`src/rtl/mspid_pkg.sv`:
```
// ----------------------------------------------------------------------------
// Motor speed PID package
// Shared types and fixed constants of the four-channel motor speed PID block.
// ----------------------------------------------------------------------------
package mspid_pkg;

   typedef logic [15:0] gain_type;
   typedef logic [1:0]  csr_index_type;
   typedef logic [63:0] csr_data_type;

   localparam csr_index_type CSR_PROP_GAINS  = 2'd0;
   localparam csr_index_type CSR_INTEG_GAINS = 2'd1;
   localparam csr_index_type CSR_DERIV_GAINS = 2'd2;

   localparam csr_data_type PROP_GAINS_RESET  = 64'd1037532595659935130;
   localparam csr_data_type INTEG_GAINS_RESET = 64'd23081265923227709;
   localparam csr_data_type DERIV_GAINS_RESET = 64'd0;

   localparam int GAIN_WIDTH  = 16;
   localparam int SPEED_WIDTH = 16;
   localparam int ERR_WIDTH   = 17;
   localparam int D2_WIDTH    = 19;
   localparam int DRIVE_WIDTH = 16;
   localparam int DRIVE_LIMIT = 32767;

   // Division of a 17-bit magnitude by ten as a multiply by 0xCCCD and a shift.
   localparam logic [15:0] SPEED_RECIP       = 16'hCCCD;
   localparam int          SPEED_RECIP_SHIFT = 19;
   localparam int          MEAS_QUOT_WIDTH   = 12;
   localparam int          MEAS_WIDTH        = 13;

endpackage

```
`src/rtl/mspid_ram.sv`:
```
// ----------------------------------------------------------------------------
// Motor speed PID state RAM
// Generic single write port, single read port RAM with a registered read.
// ----------------------------------------------------------------------------
module mspid_ram #(
   parameter int WIDTH      = 8,
   parameter int DEPTH      = 4,
   parameter int ADDR_WIDTH = 2
) (
   input  logic                  clock,
   input  logic                  wr_en,
   input  logic [ADDR_WIDTH-1:0] wr_addr,
   input  logic [WIDTH-1:0]      wr_data,
   input  logic                  rd_en,
   input  logic [ADDR_WIDTH-1:0] rd_addr,
   output logic [WIDTH-1:0]      rd_data
);

   logic [WIDTH-1:0] mem_ff [DEPTH];
   logic [WIDTH-1:0] rd_data_ff;

   always_ff @(posedge clock) begin
      if (wr_en) begin
         mem_ff[wr_addr] <= wr_data;
      end
      if (rd_en) begin
         rd_data_ff <= mem_ff[rd_addr];
      end
   end

   assign rd_data = rd_data_ff;

endmodule

```
`src/rtl/four_channel_motor_speed_pid_top.sv`:
```
// ----------------------------------------------------------------------------
// Four-channel motor speed PID controller
// Incremental PID speed loop for up to four motor channels, state kept in RAM.
// ----------------------------------------------------------------------------
// An item on the req_ channel names a motor channel and carries a target speed
// and a raw encoder speed. The block returns one item on the rsp_ channel with
// the new drive command of that channel and a flag that is set when the error
// sum or the drive was clamped. Gains are written through the csr_ port, which
// is ready whenever reset is low; writes are meant to happen while no item is
// in flight. The per-channel state (error sum, two past errors, drive) lives
// in one RAM. An item is read from the RAM when it is accepted, passes an error
// stage, a multiply stage and an accumulate stage, and is written back as it
// moves into the output register. Items for different channels are taken one
// per cycle while rsp_stall does not hold the stages. An item whose channel
// is still in one of the three stages is held off until the earlier item of
// that channel has been written back, as the read-modify-write loop through
// the RAM needs the new state. When rsp_stall is high the output register
// holds its item while the stages behind it keep filling. Reset loads the
// default gains, stalls both input channels and marks every channel's state
// as zero at once.
// ----------------------------------------------------------------------------
module four_channel_motor_speed_pid_top
   import mspid_pkg::*;
#(
   parameter int CHANNELS       = 4,
   parameter int GAIN_FRAC_BITS = 12,
   parameter int SUM_WIDTH      = 24
) (
   input  logic                      clock,
   input  logic                      reset,
   input  logic                      req_valid,
   output logic                      req_stall,
   input  logic [1:0]                req_channel,
   input  logic signed [15:0]        req_target_speed,
   input  logic signed [15:0]        req_measured_speed,
   output logic                      rsp_valid,
   input  logic                      rsp_stall,
   output logic [1:0]                rsp_channel_out,
   output logic signed [15:0]        rsp_drive_value,
   output logic                      rsp_saturated,
   input  logic                      csr_valid,
   output logic                      csr_ready,
   input  csr_index_type             csr_index,
   input  csr_data_type              csr_data
);

   localparam int AW       = (CHANNELS > 1) ? $clog2(CHANNELS) : 1;
   localparam int SUM_EXT  = SUM_WIDTH + 1;
   localparam int WW       = SUM_WIDTH + ERR_WIDTH + ERR_WIDTH + DRIVE_WIDTH;
   localparam int BL_LO    = DRIVE_WIDTH;
   localparam int LAST_LO  = DRIVE_WIDTH + ERR_WIDTH;
   localparam int SUM_LO   = DRIVE_WIDTH + ERR_WIDTH + ERR_WIDTH;
   localparam int PI_WIDTH = SUM_WIDTH + GAIN_WIDTH + 1;
   localparam int PP_WIDTH = ERR_WIDTH + GAIN_WIDTH + 1;
   localparam int PD_WIDTH = D2_WIDTH + GAIN_WIDTH + 1;
   localparam int TW       = ((PI_WIDTH > PD_WIDTH) ? PI_WIDTH : PD_WIDTH) + 2;
   localparam logic signed [SUM_EXT-1:0] SUM_LIM =
      SUM_EXT'((64'd1 << (SUM_WIDTH - 1)) - 64'd1);
   localparam logic signed [TW-1:0] DRIVE_LIM = TW'(DRIVE_LIMIT);

   // Configuration
   csr_data_type prop_gains_ff, integ_gains_ff, deriv_gains_ff;

   // Per-channel state validity
   logic [CHANNELS-1:0] entry_valid_ff;
   logic [CHANNELS-1:0] entry_valid_in;

   // Handshake and pipeline control
   logic out_free, s3_go, s3_ready, s2_go, s2_ready, s1_go, s1_ready;
   logic hazard, accept, req_in_range;
   logic [AW-1:0] rd_addr, wr_addr;

   // Accept stage
   logic signed [16:0]                 meas_ext;
   logic [16:0]                        meas_mag;
   logic [32:0]                        meas_prod;
   logic [MEAS_QUOT_WIDTH-1:0]         meas_quot;
   logic signed [MEAS_WIDTH-1:0]       s1_meas_in;

   // Error stage
   logic                               s1_valid_ff, s1_in_range_ff, s1_known_ff;
   logic [1:0]                         s1_channel_ff;
   logic [AW-1:0]                      s1_addr_ff;
   logic signed [15:0]                 s1_target_ff;
   logic signed [MEAS_WIDTH-1:0]       s1_meas_ff;
   logic [WW-1:0]                      ram_rd_data, ram_word, ram_wr_data;
   logic signed [SUM_WIDTH-1:0]        old_sum;
   logic signed [ERR_WIDTH-1:0]        old_last, old_bl;
   logic signed [DRIVE_WIDTH-1:0]      old_drive;
   logic signed [SUM_EXT-1:0]          sum_raw;
   logic                               sum_over, sum_under;
   logic [5:0]                         gain_lo;

   // Multiply stage
   logic                               s2_valid_ff, s2_in_range_ff, s2_sat_ff, s2_sat_in;
   logic [1:0]                         s2_channel_ff;
   logic [AW-1:0]                      s2_addr_ff;
   logic signed [ERR_WIDTH-1:0]        s2_err_ff, s2_err_in, s2_last_ff;
   logic signed [SUM_WIDTH-1:0]        s2_sum_ff, s2_sum_in;
   logic signed [D2_WIDTH-1:0]         s2_d2_ff, s2_d2_in;
   logic signed [DRIVE_WIDTH-1:0]      s2_drive_ff;
   gain_type                           s2_kp_ff, s2_ki_ff, s2_kd_ff;
   gain_type                           s2_kp_in, s2_ki_in, s2_kd_in;

   // Accumulate stage
   logic                               s3_valid_ff, s3_in_range_ff, s3_sat_ff;
   logic [1:0]                         s3_channel_ff;
   logic [AW-1:0]                      s3_addr_ff;
   logic signed [ERR_WIDTH-1:0]        s3_err_ff, s3_last_ff;
   logic signed [SUM_WIDTH-1:0]        s3_sum_ff;
   logic signed [DRIVE_WIDTH-1:0]      s3_drive_ff;
   logic signed [PP_WIDTH-1:0]         s3_prod_p_ff, s3_prod_p_in;
   logic signed [PI_WIDTH-1:0]         s3_prod_i_ff, s3_prod_i_in;
   logic signed [PD_WIDTH-1:0]         s3_prod_d_ff, s3_prod_d_in;
   logic signed [TW-1:0]               total, quo_floor, quo;
   logic                               round_up, drive_over, drive_under, ram_wr_en;
   logic signed [DRIVE_WIDTH-1:0]      drive_new;

   // Output register
   logic                               rsp_valid_ff, rsp_valid_in, rsp_sat_ff, rsp_sat_in;
   logic [1:0]                         rsp_channel_ff;
   logic signed [DRIVE_WIDTH-1:0]      rsp_drive_ff, rsp_drive_in;
   logic                               s1_valid_in, s2_valid_in, s3_valid_in;

   // ------------------------------------------------------------------------
   // Pipeline control
   // ------------------------------------------------------------------------
   always_comb begin
      out_free = !rsp_valid_ff || !rsp_stall;
      s3_ready = !s3_valid_ff || out_free;
      s3_go    = s3_valid_ff && out_free;
      s2_ready = !s2_valid_ff || s3_ready;
      s2_go    = s2_valid_ff && s3_ready;
      s1_ready = !s1_valid_ff || s2_ready;
      s1_go    = s1_valid_ff && s2_ready;
      hazard   = (s1_valid_ff && (s1_channel_ff == req_channel)) ||
                 (s2_valid_ff && (s2_channel_ff == req_channel)) ||
                 (s3_valid_ff && (s3_channel_ff == req_channel));
      accept   = req_valid && s1_ready && !hazard;
      s1_valid_in  = accept || (s1_valid_ff && !s1_go);
      s2_valid_in  = s1_go || (s2_valid_ff && !s2_go);
      s3_valid_in  = s2_go || (s3_valid_ff && !s3_go);
      rsp_valid_in = s3_go || (rsp_valid_ff && rsp_stall);
   end

   assign req_stall       = reset || !s1_ready || hazard;
   assign csr_ready       = !reset;
   assign rsp_valid       = rsp_valid_ff;
   assign rsp_channel_out = rsp_channel_ff;
   assign rsp_drive_value = rsp_drive_ff;
   assign rsp_saturated   = rsp_sat_ff;

   // ------------------------------------------------------------------------
   // Accept stage: RAM read and measured speed divided by ten
   // ------------------------------------------------------------------------
   always_comb begin
      req_in_range = int'(req_channel) < CHANNELS;
      rd_addr      = AW'(req_channel);
      meas_ext     = {req_measured_speed[15], req_measured_speed};
      meas_mag     = meas_ext[16] ? 17'(-meas_ext) : 17'(meas_ext);
      meas_prod    = 33'(meas_mag) * 33'(SPEED_RECIP);
      meas_quot    = meas_prod[SPEED_RECIP_SHIFT +: MEAS_QUOT_WIDTH];
      s1_meas_in   = meas_ext[16] ? -$signed({1'b0, meas_quot})
                                  : $signed({1'b0, meas_quot});
   end

   mspid_ram #(
      .WIDTH      (WW),
      .DEPTH      (CHANNELS),
      .ADDR_WIDTH (AW)
   ) u_state_ram (
      .clock   (clock),
      .wr_en   (ram_wr_en),
      .wr_addr (wr_addr),
      .wr_data (ram_wr_data),
      .rd_en   (accept),
      .rd_addr (rd_addr),
      .rd_data (ram_rd_data)
   );

   // ------------------------------------------------------------------------
   // Error stage: error, clamped sum, second difference, gain selection
   // ------------------------------------------------------------------------
   always_comb begin
      ram_word  = s1_known_ff ? ram_rd_data : '0;
      old_drive = ram_word[DRIVE_WIDTH-1:0];
      old_bl    = ram_word[BL_LO +: ERR_WIDTH];
      old_last  = ram_word[LAST_LO +: ERR_WIDTH];
      old_sum   = ram_word[SUM_LO +: SUM_WIDTH];
      s2_err_in = ERR_WIDTH'(s1_target_ff) - ERR_WIDTH'(s1_meas_ff);
      sum_raw   = SUM_EXT'(old_sum) + SUM_EXT'(s2_err_in);
      sum_over  = sum_raw > SUM_LIM;
      sum_under = sum_raw < -SUM_LIM;
      if (sum_over) begin
         s2_sum_in = SUM_WIDTH'(SUM_LIM);
      end else if (sum_under) begin
         s2_sum_in = SUM_WIDTH'(-SUM_LIM);
      end else begin
         s2_sum_in = SUM_WIDTH'(sum_raw);
      end
      s2_sat_in = sum_over || sum_under;
      s2_d2_in  = D2_WIDTH'(s2_err_in) - (D2_WIDTH'(old_last) <<< 1) + D2_WIDTH'(old_bl);
      gain_lo   = {s1_channel_ff, 4'b0000};
      s2_kp_in  = prop_gains_ff[gain_lo +: GAIN_WIDTH];
      s2_ki_in  = integ_gains_ff[gain_lo +: GAIN_WIDTH];
      s2_kd_in  = deriv_gains_ff[gain_lo +: GAIN_WIDTH];
   end

   // ------------------------------------------------------------------------
   // Multiply stage
   // ------------------------------------------------------------------------
   always_comb begin
      s3_prod_p_in = $signed({1'b0, s2_kp_ff}) * s2_err_ff;
      s3_prod_i_in = $signed({1'b0, s2_ki_ff}) * s2_sum_ff;
      s3_prod_d_in = $signed({1'b0, s2_kd_ff}) * s2_d2_ff;
   end

   // ------------------------------------------------------------------------
   // Accumulate stage: new drive, truncated toward zero and clamped
   // ------------------------------------------------------------------------
   always_comb begin
      total     = (TW'(s3_drive_ff) <<< GAIN_FRAC_BITS) + TW'(s3_prod_p_ff)
                + TW'(s3_prod_i_ff) + TW'(s3_prod_d_ff);
      quo_floor = total >>> GAIN_FRAC_BITS;
      round_up  = total[TW-1] && (|total[GAIN_FRAC_BITS-1:0]);
      quo       = round_up ? quo_floor + TW'(1) : quo_floor;
      drive_over  = quo > DRIVE_LIM;
      drive_under = quo < -DRIVE_LIM;
      if (drive_over) begin
         drive_new = DRIVE_WIDTH'(DRIVE_LIM);
      end else if (drive_under) begin
         drive_new = DRIVE_WIDTH'(-DRIVE_LIM);
      end else begin
         drive_new = DRIVE_WIDTH'(quo);
      end
      ram_wr_en    = s3_go && s3_in_range_ff;
      wr_addr      = s3_addr_ff;
      ram_wr_data  = {s3_sum_ff, s3_err_ff, s3_last_ff, drive_new};
      rsp_drive_in = s3_in_range_ff ? drive_new : '0;
      rsp_sat_in   = s3_in_range_ff && (s3_sat_ff || drive_over || drive_under);
      entry_valid_in = entry_valid_ff;
      if (ram_wr_en) begin
         entry_valid_in[wr_addr] = 1'b1;
      end
   end

   // ------------------------------------------------------------------------
   // Control registers
   // ------------------------------------------------------------------------
   always_ff @(posedge clock) begin
      if (reset) begin
         prop_gains_ff  <= PROP_GAINS_RESET;
         integ_gains_ff <= INTEG_GAINS_RESET;
         deriv_gains_ff <= DERIV_GAINS_RESET;
         entry_valid_ff <= '0;
         s1_valid_ff    <= 1'b0;
         s2_valid_ff    <= 1'b0;
         s3_valid_ff    <= 1'b0;
         rsp_valid_ff   <= 1'b0;
      end else begin
         if (csr_valid && csr_ready) begin
            case (csr_index)
               CSR_PROP_GAINS:  prop_gains_ff  <= csr_data;
               CSR_INTEG_GAINS: integ_gains_ff <= csr_data;
               CSR_DERIV_GAINS: deriv_gains_ff <= csr_data;
               default: ;
            endcase
         end
         entry_valid_ff <= entry_valid_in;
         s1_valid_ff    <= s1_valid_in;
         s2_valid_ff    <= s2_valid_in;
         s3_valid_ff    <= s3_valid_in;
         rsp_valid_ff   <= rsp_valid_in;
      end
   end

   // ------------------------------------------------------------------------
   // Payload registers
   // ------------------------------------------------------------------------
   always_ff @(posedge clock) begin
      if (accept) begin
         s1_channel_ff  <= req_channel;
         s1_addr_ff     <= rd_addr;
         s1_in_range_ff <= req_in_range;
         s1_known_ff    <= req_in_range && entry_valid_ff[rd_addr];
         s1_target_ff   <= req_target_speed;
         s1_meas_ff     <= s1_meas_in;
      end
      if (s1_go) begin
         s2_channel_ff  <= s1_channel_ff;
         s2_addr_ff     <= s1_addr_ff;
         s2_in_range_ff <= s1_in_range_ff;
         s2_sat_ff      <= s2_sat_in;
         s2_err_ff      <= s2_err_in;
         s2_sum_ff      <= s2_sum_in;
         s2_d2_ff       <= s2_d2_in;
         s2_last_ff     <= old_last;
         s2_drive_ff    <= old_drive;
         s2_kp_ff       <= s2_kp_in;
         s2_ki_ff       <= s2_ki_in;
         s2_kd_ff       <= s2_kd_in;
      end
      if (s2_go) begin
         s3_channel_ff  <= s2_channel_ff;
         s3_addr_ff     <= s2_addr_ff;
         s3_in_range_ff <= s2_in_range_ff;
         s3_sat_ff      <= s2_sat_ff;
         s3_err_ff      <= s2_err_ff;
         s3_sum_ff      <= s2_sum_ff;
         s3_last_ff     <= s2_last_ff;
         s3_drive_ff    <= s2_drive_ff;
         s3_prod_p_ff   <= s3_prod_p_in;
         s3_prod_i_ff   <= s3_prod_i_in;
         s3_prod_d_ff   <= s3_prod_d_in;
      end
      if (s3_go) begin
         rsp_channel_ff <= s3_channel_ff;
         rsp_drive_ff   <= rsp_drive_in;
         rsp_sat_ff     <= rsp_sat_in;
      end
   end

endmodule
```
`config.mk`:
```
export PLATFORM = sky130hd
export DESIGN_NAME = four_channel_motor_speed_pid_top
export DESIGN_NICKNAME = d
export VERILOG_FILES = /design/src/rtl/mspid_pkg.sv /design/src/rtl/mspid_ram.sv /design/src/rtl/four_channel_motor_speed_pid_top.sv
export SDC_FILE = /design/constraint.sdc
export NUM_CORES = 2
export LEC_CHECK = 0
export BUFFER_PORTS_ARGS = -buffer_cell sky130_fd_sc_hd__buf_2
export CAP_MARGIN = 5
export CORE_AREA = 10 10 409 411
export CTS_CLUSTER_SIZE = 16
export DETAILED_ROUTE_END_ITERATION = 8
export DIE_AREA = 0 0 419 421
export MAX_ROUTING_LAYER = met4
export PLACE_DENSITY_LB_ADDON = 0.12
export SLEW_MARGIN = 20
export SYNTH_ARGS = -nofsm -noshare
export SYNTH_HDL_FRONTEND = slang
export SYNTH_SLANG_ARGS = --single-unit
```
`constraint.sdc`:
```
create_clock -name clock -period 14.88 [get_ports clock]
set_clock_uncertainty 0.05 [all_clocks]
set_input_delay 2.232 -clock clock [delete_from_list [all_inputs] [get_ports clock]]
set_output_delay 2.232 -clock clock [all_outputs]
set_load 0.005 [all_outputs]
```
==> impl_metrics.ini <==
[status]
status = finished clean

[cts]
cts_tree = built
clockBufferDepth = 3
postCtsHoldBufs = 0
cts_inserted_buffers = 108
clk_pin_slew_worst_paths_ns = 0.06
post_cts_resized = 0
cts_setup_buffers = 0
cts_root_buf = clkbuf_16
cts.sinks = 953
clk_latency_ns = 0.76
htreeDepth = 3

[global_routing]
overflow = 0
grt_pass1_vias = 57400
antenna_found_initial = 42
grt_pass1_wl_mm = 338
grt_max_degree = 145
gr-usage-all-layers = 0.254

[synthesis]
yosysSeqAreaShare = 0.324
ys_types = 94
ys.flop_type = edfxtp_1
synth_cells = 7656
avgSynthCellArea_um2 = 10.7
synth_edf_count = 753
yosysWarnings = 0
ys_async_sr_fraction = 0
netlist_area_mm2 = 0.0820
synth-seq-cells = 953

[timing]
rsz0062_at_grt = false
setup_viol = 0
drv_slew = 0
worst_pin_slew_ns = 1.21
hold_viol = 0
min_period_ns = 9.64
timing.fmax_ghz = 0.104
relSlewSlack = 0.196
fin_setup_tns_ns = 0
period_share = 0.648

[route]
via_count = 54300
firstDrtPassIters = 5
drc = 0
finalWirelength_mm = 214
via_per_inst = 5.49
drtIter0Drc = 3730
ant_nets = 0
wire_per_inst_um = 21.6

[floorplan]
core.rowCount = 147
initial_core_util = 0.515
num_io_pins = 127
die_height_um = 421
die_w_um = 419
core_area_mm2 = 0.159
die_area_mm2 = 0.176

[placed_design]
io_buffer_count = 126
gp_congestion = 0.899
dp_hpwl_mm = 164

[flow_run]
drv_cap = 0

[layout]
synthToLayoutAreaGrowth_pct = 8.16
drive_above_1_share = 0.0748
final_cell_mix = inv_1, nand2_1, fa_1
nets = 9426
layout_commonest_cell = inv_1

[critical_path]
cp.arrival_ns = 10.07
worstPathMaxFanout = 8
worst_path_largest_cell_delay_ns = 0.65
start_kind = input port
cp-end-kind = flip-flop
slowest_stage = xnor2_1
required_ns = 15.31
critical_path_class = in -> reg

[min_path]
hp-class = reg -> reg
==> state kept, by name, summed over array words and instances, names as in the netlist, 34 cells and up <==
register	count
deriv_gains_ff	64
integ_gains_ff	64
prop_gains_ff	64
s3_prod_d_ff	36
s3_prod_i_ff	41
s3_prod_p_ff	34
u_state_ram.mem_ff	296
u_state_ram.rd_data	74
==> synthesized netlist by cell type, types with 98 or more instances <==
cell | number | area share
dfxtp_1 | 200 | 0.049
clkbuf_1 | 255 | 0.012
nand2_1 | 1101 | 0.050
xnor2_1 | 178 | 0.019
ha_1 | 554 | 0.084
and2_1 | 472 | 0.036
o21ai_0 | 118 | 0.0072
inv_1 | 1442 | 0.066
nand3_1 | 98 | 0.0060
mux4_2 | 123 | 0.034
nor2_1 | 149 | 0.0068
a21oi_1 | 323 | 0.020
fa_1 | 1072 | 0.26
edfxtp_1 | 753 | 0.28
==> worst max-delay path, delay by kind of cell <==
kind | cells | cell delay, ns
compound gates | 10 | 2.39
xor+xnor | 2 | 0.76
fa+ha+maj | 8 | 3.30
buf+inv | 4 | 0.37
simple gates | 5 | 1.01
==> through the flow <==
stage / cell area [um2] / hold slack [ns] / utilization / std cells / setup WS [ns]
floorplan: 82100 / 0.350 / - / 7660 / 1.14
global placement: 85000 / 0.351 / 0.533 / 9665 / 4.53
detailed placement: 85000 / 0.355 / 0.533 / 9665 / 4.46
CTS: 88600 / 0.367 / 0.556 / 9865 / 5.21
global route: 88700 / 0.375 / 0.556 / 9886 / 4.68
finish: 88700 / 0.364 / 0.557 / 9889 / 5.24
==> cell families (layout without fill, tap and decap cells) <==
| logic type | after synthesis | count (layout) | share of synthesized area |
|---|---|---|---|
| compound gates | 828 | 828 | 0.0650 |
| xor+xnor | 224 | 224 | 0.0239 |
| fa+ha+maj | 1633 | 1633 | 0.347 |
| buf+inv | 1733 | 1858 | 0.0798 |
| flops | 953 | 953 | 0.324 |
| mux | 133 | 133 | 0.0350 |
| other cells | 2 | 24 | 0.0000915 |
| simple gates | 2150 | 2150 | 0.125 |
==> per-layer routing <==
layer,vias to the layer above,track usage,share of wire
li1,24800,-,-
met5,-,-,0
met3,316,0.0347,0.053
met1,27800,0.337,0.44
met2,1316,0.406,0.47
met4,0,0.0798,0.035
==> layout make-up <==
type / count / area, um2
fillers: 13800 / 70700
multi-input cells: 4974 / 49000
flip-flops and latches: 953 / 26600
inverters: 1442 / 5410
clock buffers: 128 / 2830
well taps: 2086 / 2610
repair buffers: 216 / 1400
clock inverters: 72 / 801
diodes: 18 / 45.0
==> worst paths after layout <==
check	startpoint	to	slack, ns	depth (start not counted)
worst max-delay path	req_measured_speed[0]	s1_meas_ff[12]	5.24	29
worst min-delay path	s2_last_ff[9]	s3_last_ff[9]	0.36	0
worst max register to register	s2_kd_ff[2]	s3_prod_d_ff[35]	6.49	22
worst min register to register	s2_last_ff[9]	s3_last_ff[9]	0.36	0
Power is left out: the tool's default activity adds up to more than one toggle a clock period on the data nets, which glitch-free logic cannot reach.
